<file path="src/design/sma_pkg.sv">
// Shared types, constants and op decode helpers for the stack machine ALU.
// No dependencies; every other file in design/ refers to this package.
package sma_pkg;

  localparam int DATA_W          = 32;
  localparam int OP_W            = 5;
  localparam int DEPTH_W         = 9;
  localparam int STAT_W          = 2;
  localparam int KIND_W          = 2;
  localparam int STACK_DEPTH_DEF = 256;

  // Opcodes
  localparam logic [OP_W-1:0] OP_PUSH  = 5'd0;
  localparam logic [OP_W-1:0] OP_ADD   = 5'd1;
  localparam logic [OP_W-1:0] OP_SUB   = 5'd2;
  localparam logic [OP_W-1:0] OP_MUL   = 5'd3;
  localparam logic [OP_W-1:0] OP_DIV   = 5'd4;
  localparam logic [OP_W-1:0] OP_MOD   = 5'd5;
  localparam logic [OP_W-1:0] OP_ABS   = 5'd6;
  localparam logic [OP_W-1:0] OP_NEG   = 5'd7;
  localparam logic [OP_W-1:0] OP_MIN   = 5'd8;
  localparam logic [OP_W-1:0] OP_MAX   = 5'd9;
  localparam logic [OP_W-1:0] OP_AND   = 5'd10;
  localparam logic [OP_W-1:0] OP_OR    = 5'd11;
  localparam logic [OP_W-1:0] OP_XOR   = 5'd12;
  localparam logic [OP_W-1:0] OP_NOT   = 5'd13;
  localparam logic [OP_W-1:0] OP_EQ    = 5'd14;
  localparam logic [OP_W-1:0] OP_LT    = 5'd15;
  localparam logic [OP_W-1:0] OP_GT    = 5'd16;
  localparam logic [OP_W-1:0] OP_LE    = 5'd17;
  localparam logic [OP_W-1:0] OP_GE    = 5'd18;
  localparam logic [OP_W-1:0] OP_NE    = 5'd19;
  localparam logic [OP_W-1:0] OP_DOT   = 5'd20;
  localparam logic [OP_W-1:0] OP_CR    = 5'd21;
  localparam logic [OP_W-1:0] OP_BLANK = 5'd22;
  localparam logic [OP_W-1:0] OP_EMIT  = 5'd23;

  // Result status codes
  localparam logic [STAT_W-1:0] ST_OK    = 2'd0;
  localparam logic [STAT_W-1:0] ST_ZDIV  = 2'd1;
  localparam logic [STAT_W-1:0] ST_UFLOW = 2'd2;
  localparam logic [STAT_W-1:0] ST_OFLOW = 2'd3;

  // Output kinds
  localparam logic [KIND_W-1:0] KIND_NONE = 2'd0;
  localparam logic [KIND_W-1:0] KIND_NUM  = 2'd1;
  localparam logic [KIND_W-1:0] KIND_CHAR = 2'd2;

  localparam logic [DATA_W-1:0] CHAR_CR    = 32'd10;
  localparam logic [DATA_W-1:0] CHAR_SPACE = 32'd32;

  typedef struct packed {
    logic [OP_W-1:0]          op;
    logic signed [DATA_W-1:0] literal;
  } in_item_t;

  typedef struct packed {
    logic [STAT_W-1:0]        status;
    logic [KIND_W-1:0]        out_kind;
    logic signed [DATA_W-1:0] out_value;
    logic [DEPTH_W-1:0]       depth;
  } out_item_t;

  // Controller to datapath
  typedef struct packed {
    logic load;       // latch the accepted item
    logic pop;        // read top of stack, or flag underflow
    logic cap;        // capture popped operand
    logic cap_a;      // capture into a (second pop) instead of b
    logic exec;       // evaluate the ALU
    logic div_start;  // launch the divider
    logic div_take;   // take the sign-corrected divider result
    logic push;       // write the result back
    logic emit;       // load the output register
  } cmd_t;

  // Datapath to controller
  typedef struct packed {
    logic [1:0] npops;
    logic       div_go;
    logic       div_done;
    logic       out_free;
  } dp_stat_t;

  // Number of stack pops an op performs
  function automatic logic [1:0] op_pops(input logic [OP_W-1:0] op);
    logic [1:0] n;
    unique case (op) inside
      OP_ABS, OP_NEG, OP_NOT, OP_DOT, OP_EMIT:   n = 2'd1;
      OP_ADD, OP_SUB, OP_MUL, OP_DIV, OP_MOD, OP_MIN, OP_MAX,
      OP_AND, OP_OR, OP_XOR, OP_EQ, OP_LT, OP_GT, OP_LE, OP_GE,
      OP_NE:                                     n = 2'd2;
      default:                                   n = 2'd0;
    endcase
    return n;
  endfunction

  // Whether an op pushes a result (zero-divisor case handled separately)
  function automatic logic op_pushes(input logic [OP_W-1:0] op);
    return op <= OP_NE;
  endfunction

endpackage

</file>
<file path="src/design/sma_ctrl.sv">
// Sequencing state machine for the stack machine ALU.
// Depends on sma_pkg for cmd_t and dp_stat_t.
module sma_ctrl (
  input  logic              clk,
  input  logic              rst_n,
  input  logic              in_valid,
  output logic              in_ready,
  input  sma_pkg::dp_stat_t stat,
  output sma_pkg::cmd_t     cmd
);

  typedef enum logic [6:0] {
    S_IDLE = 7'b0000001,
    S_POP  = 7'b0000010,
    S_CAP  = 7'b0000100,
    S_EXEC = 7'b0001000,
    S_DIV  = 7'b0010000,
    S_PUSH = 7'b0100000,
    S_DONE = 7'b1000000
  } state_t;

  state_t     state_r, state_nxt;
  logic [1:0] pop_idx_r, pop_idx_nxt;

  always_comb begin
    state_nxt   = state_r;
    pop_idx_nxt = pop_idx_r;
    cmd         = '0;
    in_ready    = 1'b0;
    unique case (state_r)
      S_IDLE: begin
        in_ready = 1'b1;
        if (in_valid) begin
          cmd.load    = 1'b1;
          pop_idx_nxt = 2'd0;
          state_nxt   = S_POP;
        end
      end
      S_POP: begin
        if (pop_idx_r == stat.npops) begin
          state_nxt = S_EXEC;
        end else begin
          cmd.pop   = 1'b1;
          state_nxt = S_CAP;
        end
      end
      S_CAP: begin
        cmd.cap     = 1'b1;
        cmd.cap_a   = pop_idx_r[0];
        pop_idx_nxt = pop_idx_r + 2'd1;
        state_nxt   = S_POP;
      end
      S_EXEC: begin
        cmd.exec      = 1'b1;
        cmd.div_start = stat.div_go;
        state_nxt     = stat.div_go ? S_DIV : S_PUSH;
      end
      S_DIV: begin
        if (stat.div_done) begin
          cmd.div_take = 1'b1;
          state_nxt    = S_PUSH;
        end
      end
      S_PUSH: begin
        cmd.push  = 1'b1;
        state_nxt = S_DONE;
      end
      S_DONE: begin
        if (stat.out_free) begin
          cmd.emit  = 1'b1;
          state_nxt = S_IDLE;
        end
      end
      default: state_nxt = S_IDLE;
    endcase
  end

  always_ff @(posedge clk) begin
    if (!rst_n) begin
      state_r   <= S_IDLE;
      pop_idx_r <= 2'd0;
    end else begin
      state_r   <= state_nxt;
      pop_idx_r <= pop_idx_nxt;
    end
  end

endmodule

</file>
<file path="config.mk">
export PLATFORM = sky130hd
export DESIGN_NAME = sma_ctrl
export DESIGN_NICKNAME = d
export VERILOG_FILES = /design/src/design/sma_pkg.sv /design/src/design/sma_ctrl.sv
export SDC_FILE = /design/constraint.sdc
export NUM_CORES = 1
export LEC_CHECK = 0
export ABC_AREA = 1
export BUFFER_PORTS_ARGS = -buffer_cell sky130_fd_sc_hd__buf_4
export CORE_MARGIN = 1.5
export CORE_UTILIZATION = 40
export CTS_CLUSTER_SIZE = 12
export DETAILED_ROUTE_END_ITERATION = 8
export HOLD_SLACK_MARGIN = 0.05
export SLEW_MARGIN = 20
export SYNTH_ARGS = -nofsm -noshare
export SYNTH_HDL_FRONTEND = slang
export SYNTH_SLANG_ARGS = --single-unit
export TNS_END_PERCENT = 5
</file>
<file path="constraint.sdc">
create_clock -name clk -period 1.4 [get_ports clk]
set_input_delay 0.14 -clock clk [delete_from_list [all_inputs] [get_ports clk]]
set_output_delay 0.14 -clock clk [all_outputs]
set_load 0.05 [all_outputs]
</file>
==> flow_metrics.env <==
export IMPL_status="complete, but fails checks"
export IMPL_violations="setup timing"
export IMPL_multi_input_area_um2=421.7
export IMPL_rsz0062_at_grt="true"
export IMPL_nFillCells=136
export IMPL_swShare_pct=32.94
export IMPL_finish_utilization_pct=65.70
export IMPL_endpoint_kind="output port"
export IMPL_p_sw_mw=0.2216
export IMPL_fin_worst_skew_ps=2.917
export IMPL_cpPeakStageDelay_ps=350
export IMPL_synth_area_top_cells="dfxtp_1, inv_1, nand2_1"
export IMPL_die_h_um=42.98
export IMPL_cts_htree_levels=1
export IMPL_fin_crit_ps=1547
export IMPL_place_congestion=0.8417
export IMPL_core_area_mm2=0.001506
export IMPL_synth_seq_area_share_pct=28.18
export IMPL_worst_pin_slew_ps=245.0
export IMPL_yosysTopAreaCellShare_pct=28.18
export IMPL_final_nets=141
export IMPL_clock_latency_ps=250
export IMPL_async_reset_ff_share_pct=0
export IMPL_ys_warn_count=0
export IMPL_io_buffers=17
export IMPL_regArea_um2=195.2
export IMPL_finalHoldViolations=0
export IMPL_ios=18
export IMPL_powerDensity_mw_per_mm2=679.8
export IMPL_ir_drop_mv=0.5193
export IMPL_post_route_period_util_pct=110.5
export IMPL_maxSlewHeadroom_pct=83.65
export IMPL_grt_pass1_vias=701
export IMPL_antenna_cells=0
export IMPL_clkTransAtPathRegs_ps=60
export IMPL_netlist_area_um2=639.4
export IMPL_antenna_left=0
export IMPL_clockBufferDepth=2
export IMPL_drt_wl_total_um=1635
export IMPL_maxClockFrequency_mhz=646.5
export IMPL_initial_core_util_pct=42.44
export IMPL_final_layout_size_suffix_gt1_share_pct=43.94
export IMPL_hp_start="rst_n"
export IMPL_tns_ps=-764.3
export IMPL_grt_overflow=0
export IMPL_setup_violations=10
export IMPL_synth_ff_type="dfxtp_1"
export IMPL_worstRegToRegCells=9
export IMPL_p_clk_share_pct=29.3
export IMPL_rrSetupSlack_ps=100
export IMPL_yosysTopAreaCell="dfxtp_1"
export IMPL_via_per_inst=5.000
export IMPL_crit_path_start_kind="register"
export IMPL_cts_made_buffers=3
export IMPL_power_leakage_nw=0.4703
export IMPL_drtPass1Iterations=4
export IMPL_dp_hpwl_um=1339
export IMPL_r2r_end="state_r[5]$_SDFFE_PN0P_"
export IMPL_grt_total_usage_pct=21.31
export IMPL_syn_area_per_cell_um2=6.268
export IMPL_grt_max_degree=8
export IMPL_syn_nets=110
export IMPL_critPathKind="reg -> out"
export IMPL_areaGrowthSynthToFinish_pct=54.79
export IMPL_dr_first_iter_drc_count=11
export IMPL_synth_cells=102
export IMPL_wl_per_cell_um=11.05
export IMPL_fp_dieArea_mm2=0.001847
export IMPL_reg2reg_from="state_r[2]$_SDFFE_PN0P_"
export IMPL_p_int_mw=0.4512
export IMPL_cts_tree="done"
export IMPL_finalMaxSlewViolations=0
export IMPL_worstHoldEndpoint="state_r[5]$_SDFFE_PN0P_"
export IMPL_synth_edf_count=0
export IMPL_die_x_um=42.98
export IMPL_cts_sinks=9
export IMPL_hold_path_depth=3
export IMPL_grt_first_pass_wirelength_um=2877
export IMPL_vias=740
export IMPL_drc=0
export IMPL_arrival_ps=1410
export IMPL_crit_fanout=3
export IMPL_synth_distinct_cells=20
export IMPL_pwr_share_seq_pct=40.2
export IMPL_worst_path_max_delay_cell="dfxtp_4"
export IMPL_comb_power_share_pct=30.5
export IMPL_root_buffer="clkbuf_4"
export IMPL_hp_class="in -> reg"
export IMPL_cap_violations=0
export IMPL_crit_chain="nor2_4 > nand3_2 > nor2_4 > inv_1 > or2_1 > inv_1 > buf_6"
export IMPL_rows=14
export IMPL_ys_ff_latch=9
export IMPL_antenna_found_initial=0
export IMPL_setup_slack_ps=-146.9
export IMPL_worstPathRequired_ps=1260
power groups by stage:
stage	Combinational [mW]	Sequential (mW)	Clock (mW)
after floorplan	0.117	0.275	0
after global placement	0.179	0.276	0
after detailed placement	0.180	0.276	0
after CTS	0.199	0.269	0.202
after global routing	0.223	0.272	0.224
final	0.205	0.271	0.197
stage by stage:
stage	area (um^2)	instances	power (mW)	setup slack, ps	hold WS, ps
floorplan	651.9	102	0.3916	-381.3	284.0
global placement	844.6	141	0.4549	51.79	409.4
detailed placement	844.6	141	0.4564	28.39	403.6
CTS	945.9	148	0.6702	-158.0	136.5
global route	989.7	148	0.7195	-234.6	138.0
finish	989.7	148	0.6728	-146.9	138.7
kinds of logic (layout without fill, tap and decap cells):
group | Yosys count | in the layout | share of synthesized area [%]
AOI/OAI and AO/OA | 6 | 6 | 5.870
xor gates and xnor gates | 2 | 2 | 2.740
buffers and inverters | 23 | 53 | 14.09
DFF | 9 | 9 | 28.18
and+or+nand+nor | 62 | 62 | 49.12
worst max-delay path: cells and delay by family (launching register included):
kind | cells | cell delay [ps]
simple gates | 4 | 540
flops | 1 | 350
buf+inv | 3 | 260
repair_timing:
action | CTS | global route
buffers inserted | 3 | 0
gates resized for setup | 17 | 15
setup endpoints to repair | 10 | 10
hold buffers | 0 | 0
pin swaps | 6 | 3
registers in the layout (all words and copies together) (netlist names):
signal     flops
pop_idx_r      2
state_r        7
worst max-delay path by stage:
stage,start,endpoint,slack [ps],cells after the start
after detailed placement,state_r[4]$_SDFFE_PN0P_,cmd[7],30,7
after global placement,state_r[4]$_SDFFE_PN0P_,cmd[7],50,7
final,state_r[2]$_SDFFE_PN0P_,cmd[7],-150,7
after CTS,state_r[0]$_SDFFE_PN1P_,cmd[5],-160,6
after floorplan,state_r[4]$_SDFFE_PN0P_,cmd[3],-380,3
after global routing,state_r[2]$_SDFFE_PN0P_,cmd[7],-230,7
cells in the final DEF (no fill, tap or decap), types with 2 or more instances in the layout:
cell type   n
nand2_1    17
inv_2       2
buf_6       9
nand2_2     2
dfxtp_4     3
nor2_2      5
a21oi_1     3
nand3_1    10
nor2_4      7
dfxtp_1     3
xor2_1      2
a211oi_1    2
nor2_1     10
nand4_1     2
nor3_2      3
inv_1      20
dfxtp_2     3
nand3_2     2
clkbuf_4    3
buf_4      17
final cells by class:
type | count | share of cell area, %
repair buffers | 27 | 24.65
well taps | 16 | 2.023
multi-input cells | 70 | 42.60
clock buffers | 4 | 2.655
inverters | 22 | 8.344
flip-flops and latches | 9 | 19.72
synthesized netlist by cell type (2+ instances only):
cell	number
nor2_1	15
inv_1	21
nand3_1	11
xor2_1	2
nor3_1	3
nand4_1	2
a21oi_1	3
a211oi_1	2
dfxtp_1	9
nor2_2	4
nor2_4	3
nand2_1	19
per-layer routing:
metal | global-route usage, % | wire length [um] | vias to the layer above
met5 | 0 | 0 | -
met4 | 13.94 | 33 | 0
met3 | 3.830 | 83 | 4
met2 | 33.94 | 803 | 24
met1 | 25.97 | 714 | 339
li1 | - | - | 373
No activity file was read; power rests on OpenSTA's default activity.
